`src/rtl/core/keypad_code_alarm_controller_macros.svh`:
```
// Assertion macros shared by the keypad code alarm controller RTL.
// Expects clk_i and rst_ni in the scope of the module that uses them.
`ifndef KEYPAD_CODE_ALARM_CONTROLLER_MACROS_SVH
`define KEYPAD_CODE_ALARM_CONTROLLER_MACROS_SVH

// Check a property on every rising clock edge outside reset.
`define KCA_ASSERT(lbl, prop, msg) \
  lbl: assert property (@(posedge clk_i) disable iff (!rst_ni) (prop)) else $error(msg);

// Check a property on every rising clock edge, reset included.
`define KCA_ASSERT_ALWAYS(lbl, prop, msg) \
  lbl: assert property (@(posedge clk_i) (prop)) else $error(msg);

`endif

```
`src/rtl/core/kca_pkg.sv`:
```
// Package for the keypad code alarm controller: item, result, state and
// configuration types, register indexes, status codes and reset values.
// No dependencies.
package kca_pkg;

  localparam int unsigned TOUCH_W = 12;
  localparam int unsigned KEY_W   = 4;
  localparam int unsigned DIST_W  = 16;
  localparam int unsigned THR_W   = 16;
  localparam int unsigned STEP_W  = 10;
  localparam int unsigned CFG_AW  = 3;
  localparam int unsigned CFG_DW  = 16;
  localparam int unsigned IN_TDATA_W  = 32;
  localparam int unsigned OUT_TDATA_W = 40;

  typedef enum logic [CFG_AW-1:0] {
    CFG_DIGIT_FIRST  = 3'd0,
    CFG_DIGIT_SECOND = 3'd1,
    CFG_DIGIT_THIRD  = 3'd2,
    CFG_DIGIT_FOURTH = 3'd3,
    CFG_THR_STEP     = 3'd4,
    CFG_THR_FLOOR    = 3'd5,
    CFG_THR_CEILING  = 3'd6
  } cfg_index_e;

  typedef enum logic [1:0] {
    ST_DISARMED = 2'd0,
    ST_ARMED    = 2'd1,
    ST_INTRUDER = 2'd2
  } alarm_status_e;

  localparam logic [KEY_W-1:0]  RST_DIGIT_FIRST  = 4'd0;
  localparam logic [KEY_W-1:0]  RST_DIGIT_SECOND = 4'd4;
  localparam logic [KEY_W-1:0]  RST_DIGIT_THIRD  = 4'd8;
  localparam logic [KEY_W-1:0]  RST_DIGIT_FOURTH = 4'd6;
  localparam logic [STEP_W-1:0] RST_THR_STEP     = 10'd100;
  localparam logic [THR_W-1:0]  RST_THR_FLOOR    = 16'd100;
  localparam logic [THR_W-1:0]  RST_THR_CEILING  = 16'd1000;
  localparam logic [THR_W-1:0]  RST_THRESHOLD    = 16'd100;
  localparam logic [THR_W-1:0]  THR_MAX          = 16'hFFFF;

  typedef struct packed {
    logic               lower_pressed;
    logic               raise_pressed;
    logic               rearm_pressed;
    logic [DIST_W-1:0]  distance_mm;
    logic               distance_valid;
    logic [TOUCH_W-1:0] touch_bits;
  } kca_item_t;

  typedef struct packed {
    logic [THR_W-1:0]  current_threshold;
    logic [DIST_W-1:0] report_distance;
    logic              report_valid;
    logic              disarm_chime;
    alarm_status_e     alarm_status;
  } kca_result_t;

  typedef struct packed {
    logic             armed;
    logic             intruder;
    logic [3:0]       progress;
    logic [THR_W-1:0] threshold;
  } kca_state_t;

  typedef struct packed {
    logic [KEY_W-1:0]  digit_first;
    logic [KEY_W-1:0]  digit_second;
    logic [KEY_W-1:0]  digit_third;
    logic [KEY_W-1:0]  digit_fourth;
    logic [STEP_W-1:0] thr_step;
    logic [THR_W-1:0]  thr_floor;
    logic [THR_W-1:0]  thr_ceiling;
  } kca_cfg_t;

endpackage

```
`src/rtl/core/keypad_code_alarm_controller.sv`:
```
// Keypad code alarm controller top level: stream ports, configuration
// registers, input and result registers. Uses kca_pkg, kca_step and
// keypad_code_alarm_controller_macros.svh.
//
// Usage:
//   Each slave-side item is one poll of the keypad, distance sensor and
//   buttons; each poll produces exactly one master-side result item with
//   the alarm status, chime pulse, optional distance report and the
//   threshold after the step.
//   The accepted item passes the input register, then the result register,
//   before m_axis_tvalid rises. Throughput: one item per cycle, back to back,
//   while m_axis_tready stays high; one short combinational pass.
//   Stall: when the receiver holds m_axis_tready low, the result register
//   holds its item, the input register fills, and then s_axis_tready
//   drops; nothing is lost or repeated.
//   Reset: the alarm comes up armed, no intruder, code progress cleared,
//   threshold 100 mm, and the configuration registers at their defaults
//   (code 0-4-8-6, step 100, floor 100, ceiling 1000).
//   Configuration: write cfg_wdata_i to register cfg_index_i when cfg_we_i
//   is high; write only while no item is in flight.
`include "keypad_code_alarm_controller_macros.svh"

module keypad_code_alarm_controller import kca_pkg::*; #(
  parameter int unsigned KEY_COUNT = 12
) (
  input  logic                   clk_i,
  input  logic                   rst_ni,
  // Configuration write port
  input  logic                   cfg_we_i,
  input  logic [CFG_AW-1:0]      cfg_index_i,
  input  logic [CFG_DW-1:0]      cfg_wdata_i,
  // Poll items in
  input  logic                   s_axis_tvalid,
  output logic                   s_axis_tready,
  // [11:0] touch_bits, [12] distance_valid, [28:13] distance_mm,
  // [29] rearm_pressed, [30] raise_pressed, [31] lower_pressed
  input  logic [IN_TDATA_W-1:0]  s_axis_tdata,
  // Result items out
  output logic                   m_axis_tvalid,
  input  logic                   m_axis_tready,
  // [1:0] alarm_status, [2] disarm_chime, [3] report_valid,
  // [19:4] report_distance, [35:20] current_threshold, [39:36] zero
  output logic [OUT_TDATA_W-1:0] m_axis_tdata
);

  localparam int unsigned ResW = $bits(kca_result_t);

  kca_cfg_t    cfg_q;
  kca_state_t  state_q, state_d;
  kca_item_t   item_q;
  logic        item_valid_q;
  kca_result_t res_q, res_d;
  logic        res_valid_q;
  logic        res_ready;
  logic        advance;

  // Configuration registers.
  always_ff @(posedge clk_i or negedge rst_ni) begin
    if (!rst_ni) begin
      cfg_q.digit_first  <= RST_DIGIT_FIRST;
      cfg_q.digit_second <= RST_DIGIT_SECOND;
      cfg_q.digit_third  <= RST_DIGIT_THIRD;
      cfg_q.digit_fourth <= RST_DIGIT_FOURTH;
      cfg_q.thr_step     <= RST_THR_STEP;
      cfg_q.thr_floor    <= RST_THR_FLOOR;
      cfg_q.thr_ceiling  <= RST_THR_CEILING;
    end else if (cfg_we_i) begin
      unique case (cfg_index_i)
        CFG_DIGIT_FIRST:  cfg_q.digit_first  <= cfg_wdata_i[KEY_W-1:0];
        CFG_DIGIT_SECOND: cfg_q.digit_second <= cfg_wdata_i[KEY_W-1:0];
        CFG_DIGIT_THIRD:  cfg_q.digit_third  <= cfg_wdata_i[KEY_W-1:0];
        CFG_DIGIT_FOURTH: cfg_q.digit_fourth <= cfg_wdata_i[KEY_W-1:0];
        CFG_THR_STEP:     cfg_q.thr_step     <= cfg_wdata_i[STEP_W-1:0];
        CFG_THR_FLOOR:    cfg_q.thr_floor    <= cfg_wdata_i[THR_W-1:0];
        CFG_THR_CEILING:  cfg_q.thr_ceiling  <= cfg_wdata_i[THR_W-1:0];
        default: ;  // drop writes to unused indexes
      endcase
    end
  end

  // Result register frees up when empty or being taken; the input register
  // advances into it, and accepts a new item when empty or when it can advance.
  assign res_ready     = !res_valid_q || m_axis_tready;
  assign advance       = item_valid_q && res_ready;
  assign s_axis_tready = !item_valid_q || res_ready;

  always_ff @(posedge clk_i or negedge rst_ni) begin
    if (!rst_ni) begin
      item_valid_q <= 1'b0;
    end else if (s_axis_tready) begin
      item_valid_q <= s_axis_tvalid;
    end
  end

  always_ff @(posedge clk_i) begin
    if (s_axis_tready && s_axis_tvalid) begin
      item_q <= kca_item_t'(s_axis_tdata);
    end
  end

  kca_step #(
    .KEY_COUNT (KEY_COUNT)
  ) u_step (
    .item_i   (item_q),
    .state_i  (state_q),
    .cfg_i    (cfg_q),
    .state_o  (state_d),
    .result_o (res_d)
  );

  // Alarm state advances once per item, as the item moves into the result
  // register.
  always_ff @(posedge clk_i or negedge rst_ni) begin
    if (!rst_ni) begin
      state_q.armed     <= 1'b1;
      state_q.intruder  <= 1'b0;
      state_q.progress  <= 4'b0000;
      state_q.threshold <= RST_THRESHOLD;
    end else if (advance) begin
      state_q <= state_d;
    end
  end

  always_ff @(posedge clk_i or negedge rst_ni) begin
    if (!rst_ni) begin
      res_valid_q <= 1'b0;
    end else if (res_ready) begin
      res_valid_q <= item_valid_q;
    end
  end

  always_ff @(posedge clk_i) begin
    if (advance) begin
      res_q <= res_d;
    end
  end

  assign m_axis_tvalid = res_valid_q;
  assign m_axis_tdata  = {(OUT_TDATA_W - ResW)'(0), res_q};

  // A chime never comes with an intruder status: disarming clears intrusion.
  `KCA_ASSERT(a_chime_quiet,
    res_valid_q && res_q.disarm_chime |-> res_q.alarm_status != ST_INTRUDER,
    "chime with intruder status")

  // A distance report is only emitted while armed.
  `KCA_ASSERT(a_report_armed,
    res_valid_q && res_q.report_valid |-> res_q.alarm_status != ST_DISARMED,
    "distance report while disarmed")

  // No report means the distance field is zero.
  `KCA_ASSERT(a_report_zero,
    res_valid_q && !res_q.report_valid |-> res_q.report_distance == '0,
    "report distance set without a report")

  // The threshold cannot move during a step that starts and ends armed.
  `KCA_ASSERT(a_thr_hold_armed,
    advance && state_q.armed && state_d.armed |=>
      state_q.threshold == $past(state_q.threshold),
    "threshold changed while armed")

  // Arming or disarming always leaves the code progress cleared.
  `KCA_ASSERT(a_progress_on_toggle,
    state_q.armed != $past(state_q.armed) |-> state_q.progress == 4'b0000,
    "code progress left set across arm change")

  // Nothing leaves the block while reset is held.
  `KCA_ASSERT_ALWAYS(a_reset_quiet,
    !rst_ni |-> !m_axis_tvalid,
    "result valid during reset")

endmodule

```
`src/rtl/core/kca_step.sv`:
```
// One poll of the alarm: key priority encode, code tracking, distance
// check, re-arm and threshold stepping. Purely combinational; uses kca_pkg.
module kca_step import kca_pkg::*; #(
  parameter int unsigned KEY_COUNT = 12
) (
  input  kca_item_t   item_i,
  input  kca_state_t  state_i,
  input  kca_cfg_t    cfg_i,
  output kca_state_t  state_o,
  output kca_result_t result_o
);

  logic             have_key;
  logic [KEY_W-1:0] key;
  logic             chime;
  logic             report;
  logic [THR_W:0]   thr_sum;
  logic [THR_W:0]   floor_sum;
  kca_state_t       st;

  // Highest touched key wins; keys beyond KEY_COUNT are ignored.
  always_comb begin
    have_key = 1'b0;
    key      = '0;
    for (int i = 0; i < int'(TOUCH_W); i++) begin
      if (i < int'(KEY_COUNT) && item_i.touch_bits[i]) begin
        have_key = 1'b1;
        key      = KEY_W'(i);
      end
    end
  end

  always_comb begin
    st        = state_i;
    chime     = 1'b0;
    report    = 1'b0;
    thr_sum   = '0;
    floor_sum = '0;

    // Stage checks run in order so one key may advance several stages.
    if (have_key) begin
      if (key == cfg_i.digit_first && st.progress == 4'b0000) st.progress[0] = 1'b1;
      if (key == cfg_i.digit_second && st.progress == 4'b0001) st.progress[1] = 1'b1;
      if (key == cfg_i.digit_third && st.progress == 4'b0011) st.progress[2] = 1'b1;
      if (key == cfg_i.digit_fourth && st.progress == 4'b0111) st.progress[3] = 1'b1;
      if (key != cfg_i.digit_first && key != cfg_i.digit_second &&
          key != cfg_i.digit_third && key != cfg_i.digit_fourth) begin
        st.progress[2:0] = 3'b000;
      end
      if (st.progress == 4'b1111 && st.armed) begin
        st.armed    = 1'b0;
        st.intruder = 1'b0;
        st.progress = 4'b0000;
        chime       = 1'b1;
      end
    end

    if (item_i.distance_valid && st.armed) begin
      report      = 1'b1;
      st.intruder = (item_i.distance_mm <= st.threshold);
    end

    if (item_i.rearm_pressed && !st.armed) begin
      st.armed    = 1'b1;
      st.intruder = 1'b0;
      st.progress = 4'b0000;
    end

    // Raise saturates at full scale and may overshoot the ceiling.
    if (item_i.raise_pressed && !st.armed && st.threshold < cfg_i.thr_ceiling) begin
      thr_sum      = {1'b0, st.threshold} + (THR_W+1)'(cfg_i.thr_step);
      st.threshold = thr_sum[THR_W] ? THR_MAX : thr_sum[THR_W-1:0];
    end

    // Lower clamps at the floor.
    if (item_i.lower_pressed && !st.armed && st.threshold > cfg_i.thr_floor) begin
      floor_sum = {1'b0, cfg_i.thr_floor} + (THR_W+1)'(cfg_i.thr_step);
      if ({1'b0, st.threshold} >= floor_sum) begin
        st.threshold = st.threshold - THR_W'(cfg_i.thr_step);
      end else begin
        st.threshold = cfg_i.thr_floor;
      end
    end
  end

  assign state_o = st;

  always_comb begin
    result_o.alarm_status      = !st.armed ? ST_DISARMED :
                                 (st.intruder ? ST_INTRUDER : ST_ARMED);
    result_o.disarm_chime      = chime;
    result_o.report_valid      = report;
    result_o.report_distance   = report ? item_i.distance_mm : '0;
    result_o.current_threshold = st.threshold;
  end

endmodule
```
`config.mk`:
```
export PLATFORM = sky130hd
export DESIGN_NAME = keypad_code_alarm_controller
export DESIGN_NICKNAME = d
export VERILOG_FILES = /design/src/rtl/core/kca_pkg.sv /design/src/rtl/core/keypad_code_alarm_controller.sv /design/src/rtl/core/kca_step.sv
export VERILOG_INCLUDE_DIRS = /design/src /design/src/rtl/core
export SDC_FILE = /design/constraint.sdc
export NUM_CORES = 1
export LEC_CHECK = 0
export BUFFER_PORTS_ARGS = -buffer_cell sky130_fd_sc_hd__buf_4
export CAP_MARGIN = 20
export CORE_MARGIN = 5
export CORE_UTILIZATION = 65
export DETAILED_ROUTE_END_ITERATION = 12
export GPL_TIMING_DRIVEN = 0
export PLACE_DENSITY = 0.87
export SETUP_SLACK_MARGIN = 0.05
export SLEW_MARGIN = 20
export SYNTH_ARGS = -nofsm -noshare
export SYNTH_HDL_FRONTEND = slang
export SYNTH_HIERARCHICAL = 1
export SYNTH_SLANG_ARGS = --single-unit
```
`constraint.sdc`:
```
create_clock -name clk_i -period 17.91 [get_ports clk_i]
set_clock_uncertainty 0.2 [all_clocks]
set_input_delay 0.8955 -clock clk_i [delete_from_list [all_inputs] [get_ports clk_i]]
set_output_delay 0.8955 -clock clk_i [all_outputs]
set_load 0.01 [all_outputs]
```
==> results.py <==
metrics = {
    "die": {
        "pin_count": 98,
        "die_x_um": 133,
        "dieArea_um2": 17700,
        "start_util_pct": 65.3,
        "core_region_area_um2": 15000,
        "die_h_um": 133,
        "rows": 45,
    },
    "grt": {
        "antenna_found_initial": 0,
        "grt_pass1_vias": 7383,
        "grt_pass1_wl_um": 37700,
        "grt_use_total_pct": 26.9,
        "grt_max_degree": 83,
        "grt-ovfl-total": 0,
    },
    "route": {
        "routed_wl_um": 23500,
        "wl_per_cell_um": 19.4,
        "initialDrtViolationCount": 679,
        "ant_nets": 0,
        "vias": 7555,
        "dr.pass1.iters": 6,
        "viasPerCell": 6.23,
        "drc_errors": 0,
    },
    "setup_path": {
        "arrival_ps": 7620,
        "startpoint_type": "register",
        "crit_type": "register to register",
        "crit_required_ps": 18060,
        "crit_fanout": 10,
        "cp-end-kind": "register",
        "reg2reg_slack_ps": 10440,
    },
    "logic_synthesis": {
        "synthFlopType": "edfxtp_1",
        "synth-edff-count": 68,
        "netlist_instances": 898,
        "syn_area_um2": 9820,
        "yosysTopAreaCell": "edfxtp_1",
        "yosysWarnings": 6,
        "postSynth.asyncResetShare_pct": 54.7,
        "syn_avg_cell_area_um2": 10.9,
        "synth_area_leaders": "edfxtp_1 21%, dfrtp_1 16%, ha_1 11%",
        "yosysSeqAreaShare_pct": 41.9,
        "ys_ff_latch": 150,
        "synthDistinctLibCells": 89,
        "yosysTopAreaCellShare_pct": 20.8,
    },
    "cells_and_area": {
        "fillerInstances": 994,
        "final_cell_mix": "114 x buf_4, 90 x ha_1, 83 x mux2_2",
        "fin_util_pct": 75.7,
        "area_growth_pct": 15.9,
        "mostFrequentLayoutCell": "buf_4",
        "drive_gt1_share_pct": 29.0,
        "fin_cells": 1213,
        "nets": 1161,
        "n_antenna_cell": 0,
    },
    "cts": {
        "cts_buffers": 17,
        "cts_tree": "built",
        "cts-root-buf": "clkbuf_16",
        "clk_pin_slew_ps": 70,
        "hold_buffers": 0,
        "cts_buffer_depth": 2,
        "post-cts-setup-buffers": 0,
        "h-tree-depth": 4,
        "post_cts_resized": 0,
        "cts_sinks": 150,
        "clk_latency_ps": 430,
    },
    "timing": {
        "period_share_pct": 41.7,
        "finalSetupViolCount": 0,
        "rsz0062_at_grt": "false",
        "setup_tns_ps": 0,
        "final_max_slew_viol_count": 0,
        "final-hold-violation-count": 0,
        "worst_pin_slew_ps": 867,
        "fin_crit_ps": 7470,
        "slew_headroom_pct": 42.0,
        "max_freq_ghz": 0.134,
    },
    "placed_design": {
        "place_congestion": 0.950,
        "dp.final_hpwl_um": 17700,
        "dp.cells": 1181,
        "numPortBuffers": 91,
    },
    "power_and_ir_drop": {
        "power.leakage_uw": 0.00521,
        "p_per_area_nw_per_um2": 142,
        "ir_worst_vdd_v": 0.0000989,
    },
    "hold_path": {
        "hold_path.class": "input port to async pin",
    },
    "status": {
        "status": "complete, no violations",
    },
    "job": {
        "maxCapViolations": 0,
    },
}
## area by class of cell
type	instances	area [um2]	area share, %
well taps	188	235	2.07
clock inverters	14	164	1.44
plain buffers	39	260	2.29
repair buffers	92	707	6.21
multi-input cells	634	5160	45.4
inverters	78	293	2.57
clock buffers	18	439	3.86
flip-flops and latches	150	4120	36.2
## flip-flops by register name (all words and copies together), names as in the netlist
name	cells
cfg_q	58
item_q	32
item_valid_q	1
m_axis_tdata	36
m_axis_tvalid	1
state_q	22
## worst paths after layout
kind,from,to,depth (start not counted)
max in group asynchronous,rst_ni,state_q[15],1
worst max register to register,state_q[0],state_q[5],27
min in group clk_i,cfg_q[10],cfg_q[10],1
worst min register to register,cfg_q[10],cfg_q[10],1
worst max-delay path,state_q[0],state_q[5],27
worst min-delay path,rst_ni,state_q[10],1
## Yosys cell counts (all sizes together) (10+ instances only)
cell    count
dfrtp      62
a31oi      10
nor2       37
nand2b     15
nor3       19
ha         90
edfxtp     68
mux2       83
o21ai      30
a21o       31
nand3      19
xnor2      23
nand4      13
xor2       10
buf        33
a21oi      53
and3       19
dfstp      20
inv        78
nand2      43
## per-stage QoR
| stage | hold WS [ps] | cell area [um2] | total power, uW | worst slack [ps] |
|---|---|---|---|---|
| floorplan | 257 | 9830 | 1030 | 11900 |
| global placement | 266 | 10800 | 1200 | 10680 |
| detailed placement | 294 | 10800 | 1230 | 10670 |
| CTS | 309 | 11400 | 1600 | 10600 |
| global route | 329 | 11400 | 1720 | 10150 |
| finish | 290 | 11400 | 1610 | 10440 |
## cells by family after synthesis
kind of cell               count (synthesis)  synth area share, %
xor gates and xnor gates                  33                 2.94
DFF                                      150                 41.9
and+or+nand+nor                          222                 13.4
muxes                                     89                 10.1
AOI/OAI and AO/OA                        193                 13.8
buffers and inverters                    117                 5.63
other                                      1               0.0382
adders and majority gates                 93                 12.1
## layer usage
metal	vias to the layer above	part of all wire (%)	routed length, um	global-route usage, %
met5	-	0	0	0
met4	0	2.1	496	8.72
met3	46	6.9	1610	5.89
met2	296	48	11300	44.2
met1	3677	43	10100	35.7
li1	3536	-	-	-
## critical path, stage by stage, from the launching register on
cell       delay (ps)
dfrtp_1           470
ha_1              210
inv_1              60
fa_1              410
nor2b_1           130
o21a_1            150
o21ai_0           150
a211oi_1          460
o21ai_0           230
a211o_1           420
clkbuf_1          300
a41oi_1           550
ha_1              340
a21o_1            160
a21o_1            170
a21o_1            180
a21oi_1           150
o21ai_0           160
or3b_2            490
nand2_1            70
a2111oi_0          90
a31oi_1           200
and3_4            260
buf_6             160
clkbuf_1          450
o21ai_0           300
buf_4             200
mux2_2            260
## where the power goes
part / internal [uW] / switching, uW / leakage (uW)
registers: 439 / 66.9 / 0.00164
logic: 335 / 407 / 0.00328
clock network: 213 / 153 / 0.000292
No activity file was read; power rests on OpenSTA's default activity.
